==> config.mk <==
export PLATFORM = sky130hd
export DESIGN_NAME = hdde_ctrl
export DESIGN_NICKNAME = d
export VERILOG_FILES = /design/src/rtl/core/hdde_pkg.sv /design/src/rtl/core/hdde_ctrl.sv
export SDC_FILE = /design/constraint.sdc
export NUM_CORES = 1
export LEC_CHECK = 0
export BUFFER_PORTS_ARGS = -buffer_cell sky130_fd_sc_hd__clkbuf_2
export CAP_MARGIN = 25
export CORE_MARGIN = 2
export CORE_UTILIZATION = 44
export CTS_CLUSTER_SIZE = 12
export DETAILED_ROUTE_END_ITERATION = 12
export PLACE_DENSITY = 0.77
export REMOVE_ABC_BUFFERS = 1
export SYNTH_ARGS = -nofsm -noshare
export SYNTH_HDL_FRONTEND = slang
export SYNTH_SLANG_ARGS = --single-unit
==> constraint.sdc <==
create_clock -name aclk -period 1.3 [get_ports aclk]
set_input_delay 0.065 -clock aclk [delete_from_list [all_inputs] [get_ports aclk]]
set_output_delay 0.065 -clock aclk [all_outputs]
set_load 0.05 [all_outputs]
==> src/rtl/core/hdde_pkg.sv <==
// Shared types and constants for the hash dictionary dedup encoder.
// No dependencies; hdde_ctrl, hdde_dpath and the top level import this package.
`timescale 1ns / 1ps

package hdde_pkg;

    // Multiplicative hash constant; the home slot is the low bits of key times this
    localparam logic [63:0] HASH_MULT  = 64'h9e3779b97f4a7c15;
    localparam logic [15:0] EMPTY_CODE = 16'hFFFF;
    localparam logic [15:0] SAT_CODE   = 16'hFFFE;

    // Operation codes carried in s_tuser
    localparam logic [2:0] FUNC_CLEAR   = 3'd0;
    localparam logic [2:0] FUNC_INSERT  = 3'd1;
    localparam logic [2:0] FUNC_LOOKUP  = 3'd2;
    localparam logic [2:0] FUNC_WRCODE  = 3'd3;
    localparam logic [2:0] FUNC_EXTRACT = 3'd4;

    // Result status codes carried in m_tuser
    localparam logic [2:0] STAT_DONE     = 3'd0;
    localparam logic [2:0] STAT_NEW      = 3'd1;
    localparam logic [2:0] STAT_PRESENT  = 3'd2;
    localparam logic [2:0] STAT_NOTFOUND = 3'd3;
    localparam logic [2:0] STAT_LIMIT    = 3'd4;
    localparam logic [2:0] STAT_END      = 3'd5;

    // Table address source
    localparam logic [1:0] ADDR_PROBE  = 2'd0;
    localparam logic [1:0] ADDR_SLOT   = 2'd1;
    localparam logic [1:0] ADDR_CURSOR = 2'd2;
    localparam logic [1:0] ADDR_CLEAR  = 2'd3;

    // Code write data source
    localparam logic [1:0] CW_EMPTY = 2'd0;
    localparam logic [1:0] CW_ZERO  = 2'd1;
    localparam logic [1:0] CW_CODE  = 2'd2;

    // Result word kinds
    localparam logic [3:0] RES_DONE     = 4'd0;
    localparam logic [3:0] RES_NEW      = 4'd1;
    localparam logic [3:0] RES_PRESENT  = 4'd2;
    localparam logic [3:0] RES_NOTFOUND = 4'd3;
    localparam logic [3:0] RES_LIMIT    = 4'd4;
    localparam logic [3:0] RES_FOUND    = 4'd5;
    localparam logic [3:0] RES_WR_EMPTY = 4'd6;
    localparam logic [3:0] RES_WR_OK    = 4'd7;
    localparam logic [3:0] RES_EXT      = 4'd8;
    localparam logic [3:0] RES_END      = 4'd9;

    // Controller to datapath commands
    typedef struct packed {
        logic       in_ready;
        logic       hash;
        logic       step;
        logic [1:0] addr_sel;
        logic       key_we;
        logic       code_we;
        logic [1:0] code_wsel;
        logic       clr_step;
        logic       clr_done;
        logic       uniq_inc;
        logic       cursor_inc;
        logic       res_load;
        logic [3:0] res_sel;
    } cmd_t;

    // Datapath to controller status
    typedef struct packed {
        logic [2:0] func;
        logic       code_empty;
        logic       key_match;
        logic       probe_limit;
        logic       cursor_end;
        logic       clr_last;
        logic       out_busy;
    } sts_t;

endpackage

==> src/rtl/core/hdde_ctrl.sv <==
// Sequencer for the dictionary: clearing sweep, hash, probe loop, slot write, extract.
// Depends on hdde_pkg.
`timescale 1ns / 1ps

module hdde_ctrl
    import hdde_pkg::*;
(
    input  logic aclk,
    input  logic aresetn,
    input  sts_t sts,
    input  logic accepted,
    output cmd_t cmd
);

    localparam logic [2:0] S_CLEAR   = 3'd0;
    localparam logic [2:0] S_CLR_END = 3'd1;
    localparam logic [2:0] S_IDLE    = 3'd2;
    localparam logic [2:0] S_HASH    = 3'd3;
    localparam logic [2:0] S_READ    = 3'd4;
    localparam logic [2:0] S_CHECK   = 3'd5;

    logic [2:0] state_reg, state_next;
    logic       report_reg, report_next;
    logic [1:0] func_addr;

    // Pick the table address from the operation
    always_comb begin
        case (sts.func)
            FUNC_WRCODE:  func_addr = ADDR_SLOT;
            FUNC_EXTRACT: func_addr = ADDR_CURSOR;
            default:      func_addr = ADDR_PROBE;
        endcase
    end

    always_comb begin
        state_next  = state_reg;
        report_next = report_reg;
        cmd         = '0;
        cmd.addr_sel = func_addr;
        cmd.code_wsel = CW_EMPTY;
        cmd.res_sel  = RES_DONE;
        case (state_reg)
            // Sweep every code to empty
            S_CLEAR: begin
                cmd.addr_sel = ADDR_CLEAR;
                cmd.code_we  = 1'b1;
                cmd.clr_step = 1'b1;
                if (sts.clr_last) begin
                    state_next = S_CLR_END;
                end
            end
            S_CLR_END: begin
                if (!report_reg) begin
                    cmd.clr_done = 1'b1;
                    state_next   = S_IDLE;
                end else if (!sts.out_busy) begin
                    cmd.clr_done = 1'b1;
                    cmd.res_load = 1'b1;
                    cmd.res_sel  = RES_DONE;
                    report_next  = 1'b0;
                    state_next   = S_IDLE;
                end
            end
            // Accept moves idle to hash; the datapath latches the word
            S_IDLE: begin
                cmd.in_ready = 1'b1;
                if (accepted) begin
                    state_next = S_HASH;
                end
            end
            // Home slot is registered; dispatch on the operation
            S_HASH: begin
                cmd.hash = 1'b1;
                case (sts.func)
                    FUNC_CLEAR: begin
                        report_next = 1'b1;
                        state_next  = S_CLEAR;
                    end
                    FUNC_INSERT, FUNC_LOOKUP, FUNC_WRCODE, FUNC_EXTRACT: begin
                        state_next = S_READ;
                    end
                    default: state_next = S_CHECK;
                endcase
            end
            S_READ: begin
                state_next = S_CHECK;
            end
            // Evaluate the slot just read; hold while the result register is full
            S_CHECK: begin
                if (!sts.out_busy) begin
                    state_next  = S_IDLE;
                    cmd.res_load = 1'b1;
                    case (sts.func)
                        FUNC_INSERT, FUNC_LOOKUP: begin
                            if (sts.code_empty) begin
                                if (sts.func == FUNC_INSERT) begin
                                    cmd.key_we    = 1'b1;
                                    cmd.code_we   = 1'b1;
                                    cmd.code_wsel = CW_ZERO;
                                    cmd.uniq_inc  = 1'b1;
                                    cmd.res_sel   = RES_NEW;
                                end else begin
                                    cmd.res_sel = RES_NOTFOUND;
                                end
                            end else if (sts.key_match) begin
                                cmd.res_sel = (sts.func == FUNC_INSERT) ? RES_PRESENT
                                                                        : RES_FOUND;
                            end else if (sts.probe_limit) begin
                                cmd.res_sel = RES_LIMIT;
                            end else begin
                                cmd.res_load = 1'b0;
                                cmd.step     = 1'b1;
                                state_next   = S_READ;
                            end
                        end
                        FUNC_WRCODE: begin
                            if (sts.code_empty) begin
                                cmd.res_sel = RES_WR_EMPTY;
                            end else begin
                                cmd.code_we   = 1'b1;
                                cmd.code_wsel = CW_CODE;
                                cmd.res_sel   = RES_WR_OK;
                            end
                        end
                        FUNC_EXTRACT: begin
                            if (sts.cursor_end) begin
                                cmd.res_sel = RES_END;
                            end else if (sts.code_empty) begin
                                cmd.res_load   = 1'b0;
                                cmd.cursor_inc = 1'b1;
                                state_next     = S_READ;
                            end else begin
                                cmd.cursor_inc = 1'b1;
                                cmd.res_sel    = RES_EXT;
                            end
                        end
                        default: cmd.res_sel = RES_DONE;
                    endcase
                end
            end
            default: state_next = S_IDLE;
        endcase
    end

    // Advance the state
    always_ff @(posedge aclk) begin
        if (!aresetn) begin
            state_reg  <= S_CLEAR;
            report_reg <= 1'b0;
        end else begin
            state_reg  <= state_next;
            report_reg <= report_next;
        end
    end

endmodule

==> results of run 1 <==
cells by family after synthesis:
kind of cell | count (synthesis) | share of synthesized area, %
buf+inv | 11 | 11.0
mux | 2 | 3.25
simple gates | 46 | 47.0
xor+xnor | 2 | 2.85
compound gates | 21 | 23.0
flops | 4 | 13.0
through the flow:
step	instances	utilization [%]	setup slack, ns	hold slack (ns)	cell area [um^2]
2_1_floorplan	79	-	-1.89	0.187	563
3_3_place_gp	141	68.4	-0.0121	0.341	890
3_5_place_dp	141	68.4	-0.0564	0.336	890
4_1_cts	146	90.3	-0.175	0.106	1170
repair_timing:
item | CTS
setup endpoints to repair | 18
gates resized for setup | 59
pin swaps | 4
setup buffers | 2
synth_stat cells:
cell type,n,area share [%]
nand3b_1,1,1.2
nor4b_2,3,7.3
o21ai_2,1,1.4
a211o_1,1,1.4
o21ai_0,6,4.9
inv_1,3,1.8
nor2_1,8,4.9
buf_6,2,3.7
nor3_1,5,4.1
buf_2,3,2.4
nor3b_1,4,4.9
a22oi_1,2,2.4
xnor2_1,1,1.4
or3_1,2,2.0
o32a_1,1,1.6
nand2b_1,2,2.0
nand3_1,1,0.81
o31a_1,1,1.4
dfxtp_1,4,13
buf_4,2,2.4
inv_2,1,0.61
o21a_1,1,1.2
nor2b_1,4,4.1
or2_2,1,1.0
nand2_1,10,6.1
o31ai_1,1,1.2
nand4bb_4,1,4.5
o22ai_1,1,1.0
mux2i_1,2,3.3
a211oi_1,1,1.2
a21oi_1,4,3.3
and2_1,1,1.0
xor2_1,1,1.4
o41a_1,1,1.8
nor4_1,3,3.0
==> run metrics, run 1 <==
outcome=did not finish; Halt Stage=5_1_grt; stop err=[ERROR DPL-0033] detailed placement checks failed during check placement.; Die H=41.4 um; CTS Hold Bufs=0; buffers added on ports=29; die width=41.4 um; # rows=13; Root Driver=clkbuf_4; total CTS buffers=3; H-tree lvl count=1; Worst End Pin Type=top-level output; initial antenna violation count=0; Starting Density=47.3%; Distinct cells, synth=35; synthesized area per cell=7.16 um^2; mapped cell area=616 um^2; TritonCTS Sinks=4; Mapped Cells=86; clock tree buffer depth=2; I/O Pins=30; Placer Congestion=0.878; Ys Warns=0; Seq cells post-synth=4; Seq/Total Area, Yosys=13.0%; GR repair worst EP=cmd[10]; Post-DP HPWL=1450 um; largest net degree at the start of global routing=12
==> run 2, diff against run 1 <==
- CORE_AREA: not set -> 2 2 63 65
- CORE_MARGIN: 2 -> not set
- CORE_UTILIZATION: 44 -> not set
- CTS_CLUSTER_SIZE: 12 -> not set
- DIE_AREA: not set -> 0 0 65 67
- PLACE_DENSITY: 0.77 -> not set
- PLACE_DENSITY_LB_ADDON: not set -> 0.15
==> run metrics, run 2 <==
outcome=finished, violations left (was did not finish); failing checks=negative setup slack; Max Transition Viols Final=0; Clk pin slew, worst setup/hold paths=0.03 ns; buffers added on ports=29 (unchanged); CTS Hold Bufs=0 (unchanged); crit path DAT=1.48 ns; asr flop ratio synth=0% (unchanged); Leak Pwr=0.566 nW; P&R area growth vs syn=129%; Fin Setup TNS=-2.44 ns; I/O Pins=30 (unchanged); mapped cell area=616 um^2 (unchanged); TritonCTS Sinks=4 (unchanged); Post-Route WL=2280 um; critical path class=register to primary output; first-pass GRT wire length=3670 um; fin crit period=1.55 ns; Reg area=86.3 um^2; Ys Warns=0 (unchanged); 1st-iter DRT viols=57; RSZ-0062 raised after global routing=yes; final core utilization=39.1%; DRC Markers=0; worst vdd ir=0.000212 V; Root Driver=clkbuf_8 (was clkbuf_4); pwr dens=724 nW/um^2; Placer Congestion=0.802 (was 0.878); # rows=22 (was 13); DRT Pass-1 Iters=4; most common cell in the netlist=nand2_1 (unchanged); Post-DP HPWL=1760 um (was 1450 um); WL/cell=12.0 um; total CTS buffers=3 (unchanged); leading cell types in the layout, fill and taps excluded=buf_4, clkbuf_2, nand2_1; most common flop cell mapped by yosys=dfxtp_1 (unchanged); commonest non-fill, non-tap cell in the layout=buf_4; CP startpoint kind=register; die width=65 um (was 41.4 um); EDFF count, synth=0 (unchanged); Max Clock Skew=0.00339 ns; top cell type by total area after synthesis=dfxtp_1 (unchanged); Seq/Total Area, Yosys=13.0% (unchanged); synthesized area per cell=7.16 um^2 (unchanged); initial antenna violation count=0; Via density=4.52; Tightest Pin Transition=0.258 ns; crit path max fanout=4; CP required=1.24 ns; Congestion Overflow GR=0; f_max=0.647 GHz; crit share post-route=119%; Worst setup EP type=primary output; Hold Crit Class=input port to register; layout net count=155; endpoints failing hold=0; antenna cells=0; Max-Cap Viols=0; max FFs per register=3; setup ws final=-0.246 ns; Distinct cells, synth=35 (unchanged); antenna viol nets, final=0; Mapped Cells=86 (unchanged); Final Setup Violations=16; area of the multi-input gates=627 um^2; fill cell count=379; top cells by area, synth=dfxtp_1, nor4b_2, nand2_1, o21ai_0, nor2_1 (unchanged); Core ar.=3610 um^2; vias post-DR=855; post-synth top area share=13.0% (unchanged); CTS tree=built; Slew headroom=82.8%; Seq cells post-synth=4 (unchanged); Die H=67 um (was 41.4 um); H-tree lvl count=1 (unchanged); Synth top cells by count=nand2_1, nor2_1, o21ai_0 (unchanged); die area=4360 um^2; clock tree buffer depth=2 (unchanged); share of cells above drive strength 1=69.5%; largest net degree at the start of global routing=9; vias in the first global route=814; worst skew pair latency=0.23 ns; Starting Density=17.1% (was 47.3%); GRT Util Overall=10.9%
[run 2: cell counts after synthesis]
No cell type changed its count.
[run 2: logic make-up after synthesis]
kind of cell / after synthesis / synth area share (%)
compound gates: 21 / 23.0
xor+xnor: 2 / 2.85
buf+inv: 11 / 11.0
flops: 4 / 13.0
mux: 2 / 3.25
simple gates: 46 / 47.0
[run 2: worst max-delay path: stages, from the launching register on]
cell and delay (ns):
dfxtp_2 0.32, nand4bb_4 0.24, nor2_4 0.15, nand2_4 0.07, nor3b_4 0.28, buf_8 0.19
[run 2: final timing paths]
check | startpoint | end | slack, ns | cells after the start
hold / removal | aresetn | state_reg[0] | 0.11 | 2
setup / recovery | state_reg[1] | cmd[12] | -0.25 | 5
hold reg to reg | report_reg | report_reg | 0.67 | 3
setup reg to reg | state_reg[0] | state_reg[1] | 0.05 | 5
[run 2: final cells by class]
class                           instances  share of cell area [%]
Sequential cell                         4                    6.12
Inverter                                4                    1.06
Timing Repair Buffer                   59                    41.2
Tap cell                               48                    4.26
Multi-Input combinational cell         71                    44.4
Clock buffer                            3                    2.93
[run 2: timing repair]
action,CTS,global route
setup endpoints to repair,19,20
pin swaps,6,7
setup buffers,1,3
gates resized for setup,52,31
[run 2: metal layers]
| layer | GRT usage, % | up-vias | part of all wire, % |
|---|---|---|---|
| li1 | - | 426 | - |
| met1 | 13.0 | 412 | 43 |
| met2 | 19.2 | 14 | 52 |
| met3 | 1.86 | 3 | 2.5 |
| met4 | 4.79 | 0 | 1.7 |
| met5 | 0 | - | 0 |
[run 2: power breakdown]
part	switching (mW)	leakage, nW	internal [mW]
sequential	0.0103	0.0341	0.134
combinational	0.330	0.511	0.268
clock	0.0805	0.0216	0.199
[run 2: per-stage QoR]
stage	power [mW]	hold WS [ns]	setup WS, ns	area [um^2]	cells
3_5_place_dp	0.572	0.351	-0.0718	1050	183
2_1_floorplan	0.401	0.187	-1.89	563	79
3_3_place_gp	0.573	0.348	-0.0666	1050	183
4_1_cts	0.978	0.110	-0.246	1310	187
5_1_grt	1.08	0.120	-0.325	1410	189
6_report	1.02	0.115	-0.246	1410	189
Note: power is estimated with default switching activity, not from simulation.
==> run 3, diff against run 2 <==
- CORE_AREA: 2 2 63 65 -> 8 8 69 71
- DIE_AREA: 0 0 65 67 -> 0 0 77 79
==> run metrics, run 3 (synthesis results as in run 2) <==
Die H=79 um (was 67 um); CTS Hold Bufs=0 (unchanged); Root Driver=clkbuf_8 (unchanged); fin crit period=1.50 ns (was 1.55 ns); outcome=finished, violations left (unchanged); Post-DP HPWL=1890 um (was 1760 um); worst skew pair latency=0.22 ns (was 0.23 ns); Slew headroom=82.8% (about the same); TritonCTS Sinks=4 (unchanged); Max Transition Viols Final=0 (unchanged); I/O Pins=30 (unchanged); fill cell count=409 (was 379); die area=6080 um^2 (was 4360 um^2); Tightest Pin Transition=0.257 ns (was 0.258 ns); DRC Markers=0 (unchanged); Min Hold Slack=0.119 ns (was 0.115 ns); Max-Cap Viols=0 (unchanged); largest net degree at the start of global routing=9 (unchanged); Via density=4.41 (was 4.52); layout net count=154 (was 155); initial antenna violation count=0 (unchanged); Starting Density=16.2% (was 17.1%); f_max=0.668 GHz (was 0.647 GHz); failing checks=negative setup slack (unchanged); Critical Path, Cell by Cell=nand4bb_4 -> buf_4 -> nor4_2 -> buf_4 -> buf_12 (was nand4bb_4 -> nor2_4 -> nand2_4 -> nor3b_4 -> buf_8); slowest stage cell on the critical path=dfxtp_2 (unchanged); total CTS buffers=3 (unchanged); Leak Pwr=0.572 nW (was 0.566 nW); P&R area growth vs syn=135% (was 129%); leading cell types in the layout, fill and taps excluded=buf_4, buf_12, clkbuf_2, nand2_1, nor2_1 (was buf_4, clkbuf_2, nand2_1); Congestion Overflow GR=0 (unchanged); vias post-DR=838 (was 855); Core ar.=3800 um^2 (was 3610 um^2); dpl cells=183 (unchanged); buffers added on ports=29 (unchanged); die width=77 um (was 65 um); antenna cells=0 (unchanged); 1st-iter DRT viols=35 (was 57); crit-path max cell delay=0.32 ns (about the same); pwr dens=717 nW/um^2 (was 724 nW/um^2); commonest non-fill, non-tap cell in the layout=buf_4 (unchanged); first-pass GRT wire length=3840 um (was 3670 um); Worst setup EP type=primary output (unchanged); vias in the first global route=892 (was 814); Overall Power=1.04 mW (was 1.02 mW); crit share post-route=115% (was 119%); # rows=23 (was 22); Final Setup Violations=16 (unchanged); GRT Util Overall=7.59% (was 10.9%); max FFs per register=3 (unchanged); DRT Pass-1 Iters=4 (unchanged); Max Clock Skew=0.00512 ns (was 0.00339 ns); crit path DAT=1.43 ns (was 1.48 ns); CP required=1.24 ns (about the same); worst vdd ir=0.000316 V (was 0.000212 V); crit path max fanout=4 (unchanged); setup ws final=-0.196 ns (was -0.246 ns); Post-Route WL=2430 um (was 2280 um); endpoints failing hold=0 (unchanged); share of cells above drive strength 1=68.6% (was 69.5%); Placer Congestion=0.808 (was 0.802); CP most frequent cell=buf_4; Hold Crit Class=input port to register (unchanged); critical path class=register to primary output (unchanged); CP startpoint kind=register (unchanged); Clk pin slew, worst setup/hold paths=0.03 ns (about the same); WL/cell=12.8 um (was 12.0 um); fin cells=190 (was 189); CTS tree=built (unchanged); antenna viol nets, final=0 (unchanged); H-tree lvl count=1 (unchanged); RSZ-0062 raised after global routing=yes (unchanged); clock tree buffer depth=2 (unchanged)
## run 3: cell count changes in the layout (fill, tap and decap cells not counted), sizes merged
| cell | before | now |
|---|---|---|
| clkbuf | 18 | 14 |
| buf | 44 | 47 |
## run 3: worst max-delay path: cells and delay by family (launching register included)
family / cells / cell delay [ns]
flip-flops: 1 / 0.32
buffers and inverters: 3 / 0.47
AND/OR/NAND/NOR: 2 / 0.42
## run 3: layout make-up
| type | count | area [um^2] | area share [%] |
|---|---|---|---|
| clock buffer | 3 | 41.3 | 2.85 |
| multi-input combinational | 71 | 612 | 42.3 |
| tap | 50 | 62.6 | 4.32 |
| inverter | 4 | 15.0 | 1.04 |
| timing repair buffer | 58 | 631 | 43.6 |
| sequential | 4 | 86.3 | 5.96 |
## run 3: path summary, 6_finish.rpt
| kind | slack [ns] | startpoint | end | depth (start not counted) |
|---|---|---|---|---|
| worst max-delay path | -0.20 | state_reg[1] | cmd[10] | 5 |
| worst max register to register | 0.04 | state_reg[1] | state_reg[2] | 6 |
| worst min register to register | 0.67 | report_reg | report_reg | 3 |
| worst min-delay path | 0.12 | aresetn | state_reg[0] | 2 |
## run 3: metal layers
metal	GRT usage, %	part of all wire (%)	vias up
met5	0	0	-
met4	2.83	1.5	0
met3	3.27	6.9	4
met2	14.1	51	28
met1	7.33	41	386
li1	-	-	420
## run 3: power by group
group | total [mW] | switching, mW | leakage (nW) | internal [mW]
logic | 0.624 | 0.334 | 0.516 | 0.291
registers | 0.146 | 0.0110 | 0.0341 | 0.134
clock network | 0.268 | 0.0699 | 0.0216 | 0.198
## run 3: stage by stage
step	utilization (%)	area (um^2)	setup WS (ns)	TNS (ns)
6_report	38.1	1450	-0.196	-2.27
5_1_grt	38.1	1450	-0.271	-3.27
4_1_cts	35.3	1340	-0.216	-2.29
3_5_place_dp	31.6	1200	-0.0601	-0.235
3_3_place_gp	31.6	1200	-0.0368	-0.160
2_1_floorplan	-	563	-1.89	-11.40
## run 3: what timing repair did
item,4_1_cts,5_1_grt
endpoints found under the setup margin,18,19
resized for setup,24,25
buffers inserted,1,4
pin swaps,2,3
==> run 4, diff against run 3 <==
- ABC_AREA: not set -> 1
==> run metrics, run 4 <==
Leak Pwr=0.608 nW (was 0.572 nW); most common flop cell mapped by yosys=dfxtp_1 (unchanged); EDFF count, synth=0 (unchanged); max FFs per register=3 (unchanged); clock tree buffer depth=2 (unchanged); vias post-DR=815 (was 838); FF-to-FF Start=state_reg[1] (unchanged); Fin Setup TNS=-3.00 ns (was -2.27 ns); asr flop ratio synth=0% (unchanged); share of cells above drive strength 1=63.9% (was 68.6%); setup ws final=-0.275 ns (was -0.196 ns); WHS Path Cells=3 (was 2); most common cell in the netlist=nand2_1 (unchanged); Hold Crit Class=input port to register (unchanged); Hold Path Sink=state_reg[1] (was state_reg[0]); outcome=finished, violations left (unchanged); xor/xnor share of the synthesized area=0% (was 2.85%); Root Driver=clkbuf_8 (unchanged); post-synth top area share=16.5% (was 13.0%); buffers added on ports=29 (unchanged); Max Clock Skew=0.00537 ns (was 0.00512 ns); crit share post-route=121% (was 115%); beginning of the worst hold path=aresetn (unchanged); antenna viol nets, final=0 (unchanged); top cells by area, synth=nand2_1, dfxtp_1, inv_1, nor2_1, a21oi_1 (was dfxtp_1, nor4b_2, nand2_1, o21ai_0, nor2_1); Seq cells post-synth=4 (unchanged); crit path DAT=1.51 ns (was 1.43 ns); Final Setup Violations=18 (was 16); GRT Util Overall=7.31% (was 7.59%); Synth top cells by count=nand2_1, inv_1, nor2_1 (was nand2_1, nor2_1, o21ai_0); CTS Hold Bufs=0 (unchanged); Congestion Overflow GR=0 (unchanged); DRT Pass-1 Iters=6 (was 4); commonest non-fill, non-tap cell in the layout=buf_4 (unchanged); die width=77 um (unchanged); antenna cells=0 (unchanged); synthesized area per cell=5.34 um^2 (was 7.16 um^2); I/O Pins=30 (unchanged); DRC Markers=0 (unchanged); mapped cell area=523 um^2 (was 616 um^2); fin crit period=1.57 ns (was 1.50 ns); # rows=23 (unchanged); leading cell types in the layout, fill and taps excluded=buf_4, nand2_1, inv_1, clkbuf_2, buf_12 (was buf_4, buf_12, clkbuf_2, nand2_1, nor2_1); f_max=0.635 GHz (was 0.668 GHz); WL/cell=11.4 um (was 12.8 um); area of the multi-input gates=460 um^2 (was 612 um^2); worst reg-to-reg path cell count=10 (was 6); Core ar.=3800 um^2 (unchanged); die area=6080 um^2 (unchanged); CTS tree=built (unchanged); Adder-Cell Fraction of Synth Area=0% (unchanged); Seq/Total Area, Yosys=15.3% (was 13.0%); largest net degree at the start of global routing=7 (was 9); top cell type by total area after synthesis=nand2_1 (was dfxtp_1); Post-DP HPWL=1860 um (was 1890 um); worst skew pair latency=0.21 ns (was 0.22 ns); fill cell count=406 (was 409); Max-Cap Viols=0 (unchanged); worst vdd ir=0.000767 V (was 0.000316 V); Mapped Cells=98 (was 86); vias in the first global route=828 (was 892); crit path max fanout=4 (unchanged); endpoints failing hold=0 (unchanged); Placer Congestion=0.815 (was 0.808); P&R area growth vs syn=153% (was 135%); 1st-iter DRT viols=38 (was 35); Via density=3.98 (was 4.41); R2R Path End=state_reg[0] (was state_reg[2]); Reg area=86.3 um^2 (unchanged); flop2flop setup slack=-0.10 ns (was 0.04 ns); compound-gate portion of the synthesized area=17.9% (was 23.0%); layout net count=169 (was 154); Slew headroom=79.8% (was 82.8%); pwr dens=1830 nW/um^2 (was 717 nW/um^2); CP startpoint kind=register (unchanged); TritonCTS Sinks=4 (unchanged); total CTS buffers=3 (unchanged); failing checks=negative setup slack (unchanged); RSZ-0062 raised after global routing=yes (unchanged); Starting Density=13.8% (was 16.2%); Simple-Gate Fraction of Synth Area=51.0% (was 47.0%); Worst setup EP type=primary output (unchanged); Post-Route WL=2340 um (was 2430 um); Tightest Pin Transition=0.302 ns (was 0.257 ns); Distinct cells, synth=17 (was 35); largest family of logic cells by synthesized area=simple AND/OR/NAND/NOR gates (unchanged); critical path class=register to primary output (unchanged); initial antenna violation count=0 (unchanged); H-tree lvl count=1 (unchanged); post-synthesis mux area share=0% (was 3.25%); Die H=79 um (unchanged); CP required=1.24 ns (about the same); Min Hold Slack=0.0744 ns (was 0.119 ns); Overall Power=2.42 mW (was 1.04 mW); Clk pin slew, worst setup/hold paths=0.03 ns (about the same); Max Transition Viols Final=0 (unchanged); Ys Warns=0 (unchanged); first-pass GRT wire length=3690 um (was 3840 um)
run 4: cell types whose count changed after synthesis, moves of 3 or more:
cell / previous run / this run
inv_1: 3 / 16
nand2_1: 10 / 23
nor2_1: 8 / 14
a21oi_1: 4 / 9
nand3_1: 1 / 6
nor2_4: 0 / 4
nor2b_1: 4 / 0
nor3b_1: 4 / 0
buf_2: 3 / 0
inv_2: 1 / 4
nor4_1: 3 / 0
nor4b_2: 3 / 0
run 4: cell families (layout without fill, tap and decap cells):
kind of cell / after synthesis / count (layout)
and+or+nand+nor: 55 / 55
AOI/OAI and AO/OA: 18 / 18
DFF: 4 / 4
buffers and inverters: 21 / 78
run 4: power breakdown:
group          internal [mW]  switching [mW]  leakage (nW)
Combinational          0.895            1.06         0.553
Sequential             0.171          0.0310        0.0342
Clock                  0.197          0.0594        0.0216
Total                   1.26            1.15         0.608
run 4: worst max-delay path, cell delays in order (launching register included):
cell and delay (ns):
dfxtp_2 0.32, inv_2 0.05, nor2_4 0.08, inv_2 0.05, nor2_4 0.08, inv_2 0.05, nor2_4 0.15, nand2_1 0.13
a21oi_2 0.22, buf_12 0.16
run 4: routing by layer:
metal	share of wire (%)	vias up	track usage [%]
met5	0	-	0
met4	0.34	0	2.26
met3	5.2	2	2.03
met2	51	29	13.3
met1	43	365	8.04
li1	-	419	-
run 4: layout make-up:
cell class,instances,area share [%]
tap,50,4.73
multi-input combinational,73,34.8
inverter,20,5.86
sequential,4,6.52
clock buffer,3,3.12
timing repair buffer,55,45.0
run 4: worst max path at each step:
stage                     cells after the start      end    startpoint  slack [ns]
final                                         9   cmd[0]  state_reg[0]       -0.27
after global routing                         11  cmd[11]  state_reg[0]       -0.37
after CTS                                    11  cmd[11]  state_reg[0]       -0.28
after detailed placement                      9   cmd[0]  state_reg[0]       -0.12
after global placement                        9   cmd[0]  state_reg[0]       -0.10
after floorplan                               8  cmd[12]  state_reg[0]       -1.65
run 4: stage by stage:
step	util [%]	cell area [um^2]	instances	setup slack, ns
2_1_floorplan	-	515	97	-1.65
3_3_place_gp	26.7	1020	193	-0.103
3_5_place_dp	26.7	1020	193	-0.122
4_1_cts	33.2	1260	202	-0.279
5_1_grt	34.8	1320	205	-0.372
6_report	34.8	1320	205	-0.275
run 4: timing repair:
item	in CTS	in global routing
endpoints found under the setup margin	20	21
pin swaps	8	7
buffers inserted	8	4
endpoints found under the hold margin	0	0
gates resized for setup	44	17
